### src/iqprd_pkg.sv
package iqprd_pkg;

	localparam int IN_W    = 8;
	localparam int OUT_W   = 11;
	localparam int PH_W    = 16;

	// Micro-rotation count, limited by the arctangent table length.
	localparam int CORDIC_STAGES = 16;
	localparam int ATAN_DEPTH    = 24;
	localparam int NSTG  = (CORDIC_STAGES < ATAN_DEPTH) ? CORDIC_STAGES : ATAN_DEPTH;
	localparam int K_W   = $clog2(NSTG);
	localparam int ATAN_AW = $clog2(ATAN_DEPTH);

	localparam int XY0_W  = IN_W + 1;
	localparam int FRAC_IN = 20;
	localparam int XY_W   = 32;
	localparam int Z_W    = 34;
	localparam int PROD_W = 64;

	localparam int QDEPTH = 2;
	localparam int QAW    = (QDEPTH > 1) ? $clog2(QDEPTH) : 1;
	localparam int QCW    = $clog2(QDEPTH + 1);

	typedef struct packed {
		logic signed [XY0_W-1:0] x0;
		logic signed [XY0_W-1:0] y0;
		logic signed [PH_W-1:0]  rot;
	} entry_t;

	typedef struct packed {
		logic   push;
		entry_t ent;
	} qpush_t;

	typedef struct packed {
		logic   valid;
		entry_t ent;
	} qhead_t;

	// atan(2^-k) in units of 2^-32 turn.
	function automatic logic signed [Z_W-1:0] atan_lut(input logic [ATAN_AW-1:0] k);
		logic signed [Z_W-1:0] a;
		case (k)
			5'd0:  a = 34'sd536870912;
			5'd1:  a = 34'sd316933406;
			5'd2:  a = 34'sd167458907;
			5'd3:  a = 34'sd85004756;
			5'd4:  a = 34'sd42667331;
			5'd5:  a = 34'sd21354465;
			5'd6:  a = 34'sd10679838;
			5'd7:  a = 34'sd5340245;
			5'd8:  a = 34'sd2670163;
			5'd9:  a = 34'sd1335087;
			5'd10: a = 34'sd667544;
			5'd11: a = 34'sd333772;
			5'd12: a = 34'sd166886;
			5'd13: a = 34'sd83443;
			5'd14: a = 34'sd41722;
			5'd15: a = 34'sd20861;
			5'd16: a = 34'sd10430;
			5'd17: a = 34'sd5215;
			5'd18: a = 34'sd2608;
			5'd19: a = 34'sd1304;
			5'd20: a = 34'sd652;
			5'd21: a = 34'sd326;
			5'd22: a = 34'sd163;
			5'd23: a = 34'sd81;
			default: a = '0;
		endcase
		return a;
	endfunction

endpackage

### src/iqprd_front.sv
module iqprd_front (
	input  logic                                   clk,
	input  logic                                   arst_n,
	input  logic signed [iqprd_pkg::IN_W-1:0]      sample_i,
	input  logic signed [iqprd_pkg::IN_W-1:0]      sample_q,
	input  logic                                   last_in_block,
	input  logic                                   in_valid,
	input  logic                                   q_full,
	output logic                                   in_stall,
	input  logic                                   cfg_valid,
	input  logic [iqprd_pkg::PH_W-1:0]             cfg_data,
	output iqprd_pkg::qpush_t                      qpush
);
	import iqprd_pkg::*;

	logic [PH_W-1:0]         step_q;
	logic [PH_W-1:0]         ramp_q;
	logic [PH_W-1:0]         urot;
	logic signed [PH_W-1:0]  rot_s;
	logic                    flip;
	logic signed [XY0_W-1:0] xi;
	logic signed [XY0_W-1:0] yi;
	logic                    acc;

	assign in_stall = q_full;
	assign acc      = in_valid && !q_full;

	// Rotate by minus the running phase; fold into the right half-plane.
	always_comb begin
		urot  = PH_W'(-ramp_q);
		rot_s = signed'(urot);
		flip  = (rot_s > 16'sd16384) || (rot_s < -16'sd16384);
		xi    = XY0_W'(sample_i);
		yi    = -XY0_W'(sample_q);
		qpush.push = acc;
		if (flip) begin
			qpush.ent.x0  = -xi;
			qpush.ent.y0  = -yi;
			qpush.ent.rot = signed'(urot ^ {1'b1, {(PH_W-1){1'b0}}});
		end else begin
			qpush.ent.x0  = xi;
			qpush.ent.y0  = yi;
			qpush.ent.rot = rot_s;
		end
	end

	always_ff @(posedge clk or negedge arst_n) begin
		if (!arst_n) begin
			step_q <= '0;
			ramp_q <= '0;
		end else begin
			if (cfg_valid) begin
				step_q <= cfg_data;
			end
			if (acc) begin
				ramp_q <= last_in_block ? '0 : PH_W'(ramp_q + step_q);
			end
		end
	end

endmodule

### src/iqprd_queue.sv
module iqprd_queue (
	input  logic               clk,
	input  logic               arst_n,
	input  iqprd_pkg::qpush_t  qpush,
	output logic               q_full,
	input  logic               pop,
	output iqprd_pkg::qhead_t  head
);
	import iqprd_pkg::*;

	entry_t          mem_q [QDEPTH];
	logic [QAW-1:0]  wr_ptr_q;
	logic [QAW-1:0]  rd_ptr_q;
	logic [QCW-1:0]  cnt_q;
	logic            do_push;
	logic            do_pop;

	assign q_full     = (cnt_q == QCW'(QDEPTH));
	assign head.valid = (cnt_q != '0);
	assign head.ent   = mem_q[rd_ptr_q];
	assign do_push    = qpush.push && !q_full;
	assign do_pop     = pop && head.valid;

	always_ff @(posedge clk) begin
		if (do_push) begin
			mem_q[wr_ptr_q] <= qpush.ent;
		end
	end

	always_ff @(posedge clk or negedge arst_n) begin
		if (!arst_n) begin
			wr_ptr_q <= '0;
			rd_ptr_q <= '0;
			cnt_q    <= '0;
		end else begin
			if (do_push) begin
				wr_ptr_q <= (wr_ptr_q == QAW'(QDEPTH - 1)) ? '0 : QAW'(wr_ptr_q + 1'b1);
			end
			if (do_pop) begin
				rd_ptr_q <= (rd_ptr_q == QAW'(QDEPTH - 1)) ? '0 : QAW'(rd_ptr_q + 1'b1);
			end
			if (do_push && !do_pop) begin
				cnt_q <= QCW'(cnt_q + 1'b1);
			end else if (do_pop && !do_push) begin
				cnt_q <= QCW'(cnt_q - 1'b1);
			end
		end
	end

endmodule

### src/iqprd_back.sv
module iqprd_back (
	input  logic                                  clk,
	input  logic                                  arst_n,
	input  iqprd_pkg::qhead_t                     head,
	output logic                                  pop,
	output logic signed [iqprd_pkg::OUT_W-1:0]    out_i,
	output logic signed [iqprd_pkg::OUT_W-1:0]    out_q,
	output logic                                  out_valid,
	input  logic                                  out_stall
);
	import iqprd_pkg::*;

	localparam logic [2:0] ST_IDLE = 3'd0;
	localparam logic [2:0] ST_ITER = 3'd1;
	localparam logic [2:0] ST_MULX = 3'd2;
	localparam logic [2:0] ST_MULY = 3'd3;
	localparam logic [2:0] ST_FIN  = 3'd4;

	localparam logic signed [PROD_W-1:0] GAIN_Q30 = 64'sd652032874;
	localparam logic signed [PROD_W-1:0] RND_HALF = 64'sd140737488355328;

	logic [2:0]               st_q;
	logic [K_W-1:0]           k_q;
	logic signed [XY_W-1:0]   x_q;
	logic signed [XY_W-1:0]   y_q;
	logic signed [Z_W-1:0]    z_q;
	logic signed [PROD_W-1:0] prod_q;
	logic signed [OUT_W-1:0]  rx_q;
	logic signed [OUT_W-1:0]  oi_q;
	logic signed [OUT_W-1:0]  oq_q;
	logic                     ov_q;
	logic signed [XY_W-1:0]   dx;
	logic signed [XY_W-1:0]   dy;
	logic signed [Z_W-1:0]    ang;
	logic signed [XY_W-1:0]   mul_a;
	logic signed [PROD_W-1:0] mul_p;
	logic                     out_free;

	// Round half up, drop 48 fraction bits, clamp to the output range.
	function automatic logic signed [OUT_W-1:0] rnd_clamp(input logic signed [PROD_W-1:0] p);
		logic signed [PROD_W-1:0] s;
		logic signed [15:0]       r;
		s = p + RND_HALF;
		r = signed'(s[PROD_W-1:48]);
		if (r > 16'sd725) begin
			r = 16'sd725;
		end else if (r < -16'sd725) begin
			r = -16'sd725;
		end
		return r[OUT_W-1:0];
	endfunction

	assign pop       = (st_q == ST_IDLE) && head.valid;
	assign out_free  = !ov_q || !out_stall;
	assign out_i     = oi_q;
	assign out_q     = oq_q;
	assign out_valid = ov_q;

	assign dx    = y_q >>> k_q;
	assign dy    = x_q >>> k_q;
	assign ang   = atan_lut(ATAN_AW'(k_q));
	assign mul_a = (st_q == ST_MULX) ? x_q : y_q;
	assign mul_p = PROD_W'(mul_a) * GAIN_Q30;

	always_ff @(posedge clk or negedge arst_n) begin
		if (!arst_n) begin
			st_q <= ST_IDLE;
			k_q  <= '0;
			ov_q <= 1'b0;
		end else begin
			if ((st_q == ST_FIN) && out_free) begin
				ov_q <= 1'b1;
			end else if (ov_q && !out_stall) begin
				ov_q <= 1'b0;
			end
			case (st_q)
				ST_IDLE: begin
					if (head.valid) begin
						k_q  <= '0;
						st_q <= ST_ITER;
					end
				end
				ST_ITER: begin
					if (k_q == K_W'(NSTG - 1)) begin
						st_q <= ST_MULX;
					end else begin
						k_q <= K_W'(k_q + 1'b1);
					end
				end
				ST_MULX: st_q <= ST_MULY;
				ST_MULY: st_q <= ST_FIN;
				ST_FIN: begin
					if (out_free) begin
						st_q <= ST_IDLE;
					end
				end
				default: st_q <= ST_IDLE;
			endcase
		end
	end

	always_ff @(posedge clk) begin
		case (st_q)
			ST_IDLE: begin
				x_q <= XY_W'(head.ent.x0) <<< FRAC_IN;
				y_q <= XY_W'(head.ent.y0) <<< FRAC_IN;
				z_q <= Z_W'(head.ent.rot) <<< PH_W;
			end
			ST_ITER: begin
				if (!z_q[Z_W-1]) begin
					x_q <= x_q - dx;
					y_q <= y_q + dy;
					z_q <= z_q - ang;
				end else begin
					x_q <= x_q + dx;
					y_q <= y_q - dy;
					z_q <= z_q + ang;
				end
			end
			ST_MULX: prod_q <= mul_p;
			ST_MULY: begin
				rx_q   <= rnd_clamp(prod_q);
				prod_q <= mul_p;
			end
			ST_FIN: begin
				if (out_free) begin
					oi_q <= rx_q;
					oq_q <= rnd_clamp(prod_q);
				end
			end
			default: ;
		endcase
	end

endmodule

### src/iq_phase_ramp_derotator_top.sv
// I/Q phase-ramp derotator. Each signed 8-bit sample (sample_i, sample_q) is
// conjugated and rotated by minus n times phase_step, where n counts samples
// since reset or since the last sample marked last_in_block; out_i/out_q keep
// the magnitude and carry two fraction bits (values stay within +/-725, no
// saturation occurs). phase_step is a two's complement turn fraction in units
// of 2*pi/65536, written through the cfg_valid/cfg_ready/cfg_data channel,
// which is always ready; write it only while no transaction is in flight.
// Timing: the front end takes a sample in the cycle it arrives and parks it in
// a two-entry queue, so in_stall rises only when that queue is full. The back
// end serves one sample at a time: it loads the sample, runs the micro-rotations
// one after another on the shared shift-add unit, scales X and then Y on the
// shared gain multiplier, and rounds and hands the result to the output
// register. A result waiting on out_stall holds only the back end; the front
// end keeps taking samples until the queue fills.
module iq_phase_ramp_derotator_top (
	input  logic                                 clk,
	input  logic                                 arst_n,
	input  logic signed [iqprd_pkg::IN_W-1:0]    sample_i,
	input  logic signed [iqprd_pkg::IN_W-1:0]    sample_q,
	input  logic                                 last_in_block,
	input  logic                                 in_valid,
	output logic                                 in_stall,
	output logic signed [iqprd_pkg::OUT_W-1:0]   out_i,
	output logic signed [iqprd_pkg::OUT_W-1:0]   out_q,
	output logic                                 out_valid,
	input  logic                                 out_stall,
	input  logic                                 cfg_valid,
	output logic                                 cfg_ready,
	input  logic [iqprd_pkg::PH_W-1:0]           cfg_data
);
	import iqprd_pkg::*;

	qpush_t qpush;
	qhead_t head;
	logic   q_full;
	logic   pop;

	// The step register never back-pressures a write.
	assign cfg_ready = 1'b1;

	// Front end: classify the sample against the running phase and advance it.
	iqprd_front u_front (
		.clk           (clk),
		.arst_n        (arst_n),
		.sample_i      (sample_i),
		.sample_q      (sample_q),
		.last_in_block (last_in_block),
		.in_valid      (in_valid),
		.q_full        (q_full),
		.in_stall      (in_stall),
		.cfg_valid     (cfg_valid && cfg_ready),
		.cfg_data      (cfg_data),
		.qpush         (qpush)
	);

	// Decouple the two halves.
	iqprd_queue u_queue (
		.clk    (clk),
		.arst_n (arst_n),
		.qpush  (qpush),
		.q_full (q_full),
		.pop    (pop),
		.head   (head)
	);

	// Back end: iterate the rotation, apply the gain, hold the result.
	iqprd_back u_back (
		.clk       (clk),
		.arst_n    (arst_n),
		.head      (head),
		.pop       (pop),
		.out_i     (out_i),
		.out_q     (out_q),
		.out_valid (out_valid),
		.out_stall (out_stall)
	);

endmodule

### config.mk
export PLATFORM = sky130hd
export DESIGN_NAME = iq_phase_ramp_derotator_top
export DESIGN_NICKNAME = d
export VERILOG_FILES = /design/src/iqprd_pkg.sv /design/src/iqprd_front.sv /design/src/iqprd_queue.sv /design/src/iqprd_back.sv /design/src/iq_phase_ramp_derotator_top.sv
export SDC_FILE = /design/constraint.sdc
export NUM_CORES = 2
export LEC_CHECK = 0
export ABC_AREA = 1
export BUFFER_PORTS_ARGS = -buffer_cell sky130_fd_sc_hd__buf_4
export CORE_MARGIN = 5
export CORE_UTILIZATION = 36
export CTS_BUF_LIST = sky130_fd_sc_hd__clkbuf_16
export DETAILED_ROUTE_END_ITERATION = 10
export PLACE_DENSITY = 0.48
export SYNTH_ARGS = -nofsm -noshare
export SYNTH_HDL_FRONTEND = slang
export SYNTH_SLANG_ARGS = --single-unit
### constraint.sdc
create_clock -name clk -period 14.27 [get_ports clk]
set_input_delay 2.1405 -clock clk [delete_from_list [all_inputs] [get_ports clk]]
set_output_delay 2.1405 -clock clk [all_outputs]
set_load 0.05 [all_outputs]
## Word level (Yosys, flattened, before mapping)

Memory sizes are Yosys's and may differ from the RTL's.
Index checks and enable logic that the tools add are counted.

- Add/subtract/negate cells: 17
- Multiply operators: 1
- Divide/modulo/power cells: 0
- $lt $le $gt $ge: 4
- Equality and inequality tests: 10
- Shift-type cells: 2
- Muxes and demuxes: 26
- Bitwise gates (word level): 1
- Reduce and logical (&&, ||, !) cells: 24

Operators by type and width:

| kind | number |
|---|---|
| $pmux 32 s2 | 2 |
| $mux 32 | 3 |
| $mux 34 | 2 |
| $pmux 34 s2 | 1 |
| $add 32x32->32 | 2 |
| $add 64x49->64 const B | 1 |
| $sshr 32x4->32 | 2 |
| $sub 32x32->32 | 2 |
| $mul 32x30->62 const B | 1 |
| $add 34x34->34 | 1 |
| $sub 34x34->34 | 1 |
| $mux 11 | 2 |
| $neg 8->9 | 2 |
| $add 16x16->16 | 1 |
| $gt 16x11->1 const B | 1 |
| $gt 16x16->1 const B | 1 |
| $lt 16x11->1 const B | 1 |
| $lt 16x15->1 const B | 1 |
| $mux 16 | 1 |
| $neg 16->16 | 1 |
| $pmux 3 s5 | 1 |
| $mux 3 | 3 |
| $neg 9->9 | 1 |
| $logic_and 1x1->1 | 8 |
| other kinds (23) | 43 |

- Register bits after elaboration: 238
- Bits in latches: 0
- Memory bits (writable): 68
- ROM bits: 480
- Input bits: 38
- Output and inout port bits: 25
- Memories kept: 2

Memories:

| name | depth | width | read ports | clocked after memory_dff | write ports | line | RTL |
|---|---|---|---|---|---|---|---|
| (name not given) | 16 | 30 | 1 | 0 | 0 | iqprd_pkg.sv:43 | `case (k)` |
| u_queue.mem_q | 2 | 34 | 1 | 0 | 1 | iqprd_queue.sv:11 | `entry_t mem_q [QDEPTH];` |

## Longest topological paths before layout

- Word-level depth: 8
- Depth in mapped cells: 37
- Gate-level depth less buffers: 35

## By module

Synthesis repeated with hierarchy kept, for this count alone.

- Cell total of the unflattened synthesis: 5727
- Area, all modules: 43210.2 um2

By module, submodules not included:

| module | times used | cells each | area each (um2) |
|---|---|---|---|
| iqprd_back | 1 | 5041 | 37238.2 |
| iqprd_front | 1 | 475 | 3185.6 |
| iqprd_queue | 1 | 209 | 2775.2 |
| iq_phase_ramp_derotator_top | 1 | 2 | 11.3 |

## Worst setup path before layout

No wires, ideal clock.

- Path type: register to register
- From: reg u_back.st_q[2]
- To: reg u_back.prod_q[62], data pin
- Library setup time: 252 ps
- Arrival time: 7374 ps
- Required time: 14018 ps
- Setup slack: 6643 ps
- Stages on the path, launching flop included: 28
- Buffers on the path: 3
- Period minus slack after synthesis: 7627 ps
- Cell sequence: dfrtp_1 > nor2_4 > nand2_2 > buf_6 > buf_2 > o21ai_0 > buf_2 > ha_1 > fa_1 > inv_1 > fa_1 > inv_1 > fa_1 > inv_1 > fa_1 > inv_1 > fa_1 > fa_1 > fa_1 > ha_1 > a21oi_1 > o21ai_0 > a21oi_1 > nor3_1 > nor4_1 > nand2_1 > nand2_1 > nand2_1

- Word-level cells in the longest chain between the ends: 3

Ends and longest elaborated chain:

| item | line | RTL |
|---|---|---|
| start: declaration | iqprd_back.sv:22 | `logic [2:0] st_q;` |
| start signal: assignment | iqprd_back.sv:67 | `st_q <= ST_IDLE;` |
| start signal: assignment | iqprd_back.sv:80 | `st_q <= ST_ITER;` |
| start signal: assignment | iqprd_back.sv:85 | `st_q <= ST_MULX;` |
| $eq 3x2->1 | iqprd_back.sv:62 | `assign mul_a = (st_q == ST_MULX) ? x_q : y_q;` |
| $mux 32 | iqprd_back.sv:62 |  |
| $mul 32x30->62 | iqprd_back.sv:63 | `assign mul_p = PROD_W'(mul_a) * GAIN_Q30;` |
| via u_back.mul_p[62] | iqprd_back.sv:36 | `logic signed [PROD_W-1:0] mul_p;` |
| end signal: assignment | iqprd_back.sv:120 | `ST_MULX: prod_q <= mul_p;` |
| end signal: assignment | iqprd_back.sv:123 | `prod_q <= mul_p;` |
| end: declaration | iqprd_back.sv:27 | `logic signed [PROD_W-1:0] prod_q;` |

The timed path passes the listed nets, and every way through them passes these cells.
A chain may end at the register's enable or synchronous reset.

## Worst setup path after layout

Ends and elaborated chain as after synthesis.

==> flow_summary.ini <==
[global_routing]
grt_pass1_wl_um = 220000
antenna_found_initial = 1
grt-ovfl-total = 0
grt_pass1_vias = 37064
grt_use_total_pct = 22.7
grt_max_degree = 80

[place]
globalplace.congestion = 0.960
placed_cells = 7090
port_buffers = 61
dp_hpwl_um = 121000

[route]
drtIter0Drc = 2123
routedWlPerCell_um = 20.0
via_count = 36073
drt_wl_total_um = 143000
drc = 0
viasPerCell = 5.04
drt_pre_antenna_iters = 6
drt.antenna.violating_nets = 0

[floorplanning]
die_w_um = 353
rows = 126
fp.dieH_um = 353
start_util_pct = 36.1
die_area_um2 = 125000
core-area_um2 = 118000
io_pins = 63

[clock_network]
clock_latency_ns = 0.60
cts_tree = done
clockBufferDepth = 3
post_cts_buffers = 0
clkTransAtPathRegs_ns = 0.06
cts_resized = 0
cts_hold_buf = 0
cts.htree.levels = 2
clockRootBuffer = clkbuf_16
cts_sinks = 259
cts_made_buffers = 36

[layout]
layout-drive-gt1-share_pct = 4.66
final_common_cell = nand2_1
n_antenna_cell = 0
layout_common_cells = nand2_1 (1,215), inv_1 (1,097), ha_1 (467), fa_1 (412), nor2_1 (382)
n_fill_cell = 12463
fin_nets = 6509
final_cells = 7155
syn_to_final_growth_pct = 7.77

[yosys]
yosysWarnings = 0
synth.largest_area_cell = fa_1
seq_area_frac_synth_pct = 17.8
synth_edf_count = 215
ys.flop_type = edfxtp_1
syn_nets = 6491
synthDistinctLibCells = 63
synthArstFlopShare_pct = 17.0
synth_top_area_share_pct = 19.4
synth-seq-cells = 259
synthesis.area_um2 = 42500
syn-instance-count = 5574
ys_top_cells_by_area = fa_1 (19%), edfxtp_1 (15%), ha_1 (14%), nand2_1 (11%), inv_1 (9.7%)
syn_area_per_cell_um2 = 7.62

[worst_setup_path]
critPathKind = reg2reg
r2r_slack_ns = 5.38
critPathLaunch = u_back.st_q[2]$_DFFE_PN0P_
arrival_ns = 9.23
cpMostUsedCell = inv_1
slowest_delay_ns = 0.94
cp-end-kind = register
critPathMaxFanout = 79
crit_slowest_cell = o21ai_0
worst_setup_path_start_kind = register
crit_required_ns = 14.60
r2r-start = u_back.st_q[2]$_DFFE_PN0P_
worst_path_dominant_cell_family = adder cells
cp.depth = 34
critPathCapture = u_back.prod_q[62]$_DFFE_PP_
r2r_cells = 34
r2r-end = u_back.prod_q[62]$_DFFE_PP_
crit_buf_inv = 9

[sta]
min_period_over_period_pct = 62.3
fin_crit_ns = 8.89
fin_setup_tns_ns = 0
worstMarginPinSlew_ns = 1.31
fmax_mhz = 112
slew_headroom_pct = 11.9
drv_slew = 0
rsz0062_at_grt = no
worst_clock_skew_ns = 0.0258
setup_violations = 0
hold_violations = 0

[hold_path]
hold_path.class = reg2reg
min_from = u_back.rx_q[2]$_DFFE_PP_

[job]
max_cap_viol_count = 0

[status]
outcome = complete, no violations
## synth_stat cells, types with 35 or more instances
cell type,n
clkbuf_1,45
inv_1,1092
dfrtp_1,44
fa_1,412
xnor2_1,70
a21oi_1,302
nor3_1,47
o21ai_0,259
nor2_1,385
ha_1,467
xor2_1,213
edfxtp_1,215
a31oi_1,35
nand2_1,1216
buf_2,35
nand3_1,367
## routing by layer
| layer | vias up | part of all wire, % | track usage (%) |
|---|---|---|---|
| met5 | - | 0 | 0 |
| met4 | 0 | 3.0 | 6.25 |
| met3 | 181 | 3.4 | 1.71 |
| met2 | 740 | 49 | 40.0 |
| met1 | 17313 | 45 | 30.0 |
| li1 | 17839 | - | - |
## registers in the layout (all words and copies together) (netlist names)
register	cells
u_queue.wr_ptr_q	1
u_queue.mem_q	68
u_back.out_q	11
u_back.y_q	32
u_back.k_q	4
u_back.rx_q	11
u_queue.rd_ptr_q	1
u_front.ramp_q	16
u_back.out_i	11
u_back.x_q	32
u_back.z_q	34
u_back.out_valid	1
u_back.st_q	3
u_back.prod_q	16
u_front.step_q	16
u_queue.cnt_q	2
## layout make-up
| cell class | instances | area [µm²] | area share, % |
|---|---|---|---|
| Inverter | 1105 | 4150 | 9.06 |
| Clock buffer | 36 | 901 | 1.97 |
| Sequential cell | 259 | 7560 | 16.5 |
| Clock inverter | 29 | 365 | 0.798 |
| Multi-Input combinational cell | 4097 | 30200 | 65.9 |
| Timing Repair Buffer | 93 | 698 | 1.53 |
| Tap cell | 1536 | 1920 | 4.20 |
## worst reg2reg max path, delay by kind of cell (launching register included)
kind	cells	cell delay, ns
simple gates	11	1.28
buf+inv	9	1.15
flops	1	0.46
xor+xnor	2	0.37
fa+ha+maj	9	3.97
compound gates	3	1.41
## cells by family after synthesis
group                      after synthesis  share of synthesized area [%]
adders and majority gates              879                           33.2
and+or+nand+nor                       2144                           21.2
xor gates and xnor gates               283                           5.84
muxes                                   17                          0.451
buffers and inverters                 1218                           11.3
AOI/OAI and AO/OA                      773                           10.3
other                                    1                        0.00883
DFF                                    259                           17.8
## metrics by stage
step | utilization (%) | instance area, µm² | setup WS [ns] | hold slack [ns]
3_3_place_gp | 37.8 | 44500 | 5.47 | 0.401
2_1_floorplan | - | 42500 | 6.64 | 0.400
4_1_cts | 38.9 | 45800 | 5.41 | 0.418
6_report | 38.9 | 45800 | 5.38 | 0.418
3_5_place_dp | 37.8 | 44500 | 5.47 | 0.405
5_1_grt | 38.9 | 45800 | 4.90 | 0.426
## worst min path at each step
stage,end,depth (start not counted)
5_1_grt,u_back.out_i[3]$_DFFE_PP_,0
3_5_place_dp,u_back.out_i[5]$_DFFE_PP_,0
4_1_cts,u_back.out_i[5]$_DFFE_PP_,0
2_1_floorplan,u_back.out_i[0]$_DFFE_PP_,0
6_report,u_back.out_i[2]$_DFFE_PP_,0
3_3_place_gp,u_back.out_i[3]$_DFFE_PP_,0
Power is left out: the tool's default activity adds up to more than one toggle a clock period on the data nets, which glitch-free logic cannot reach.
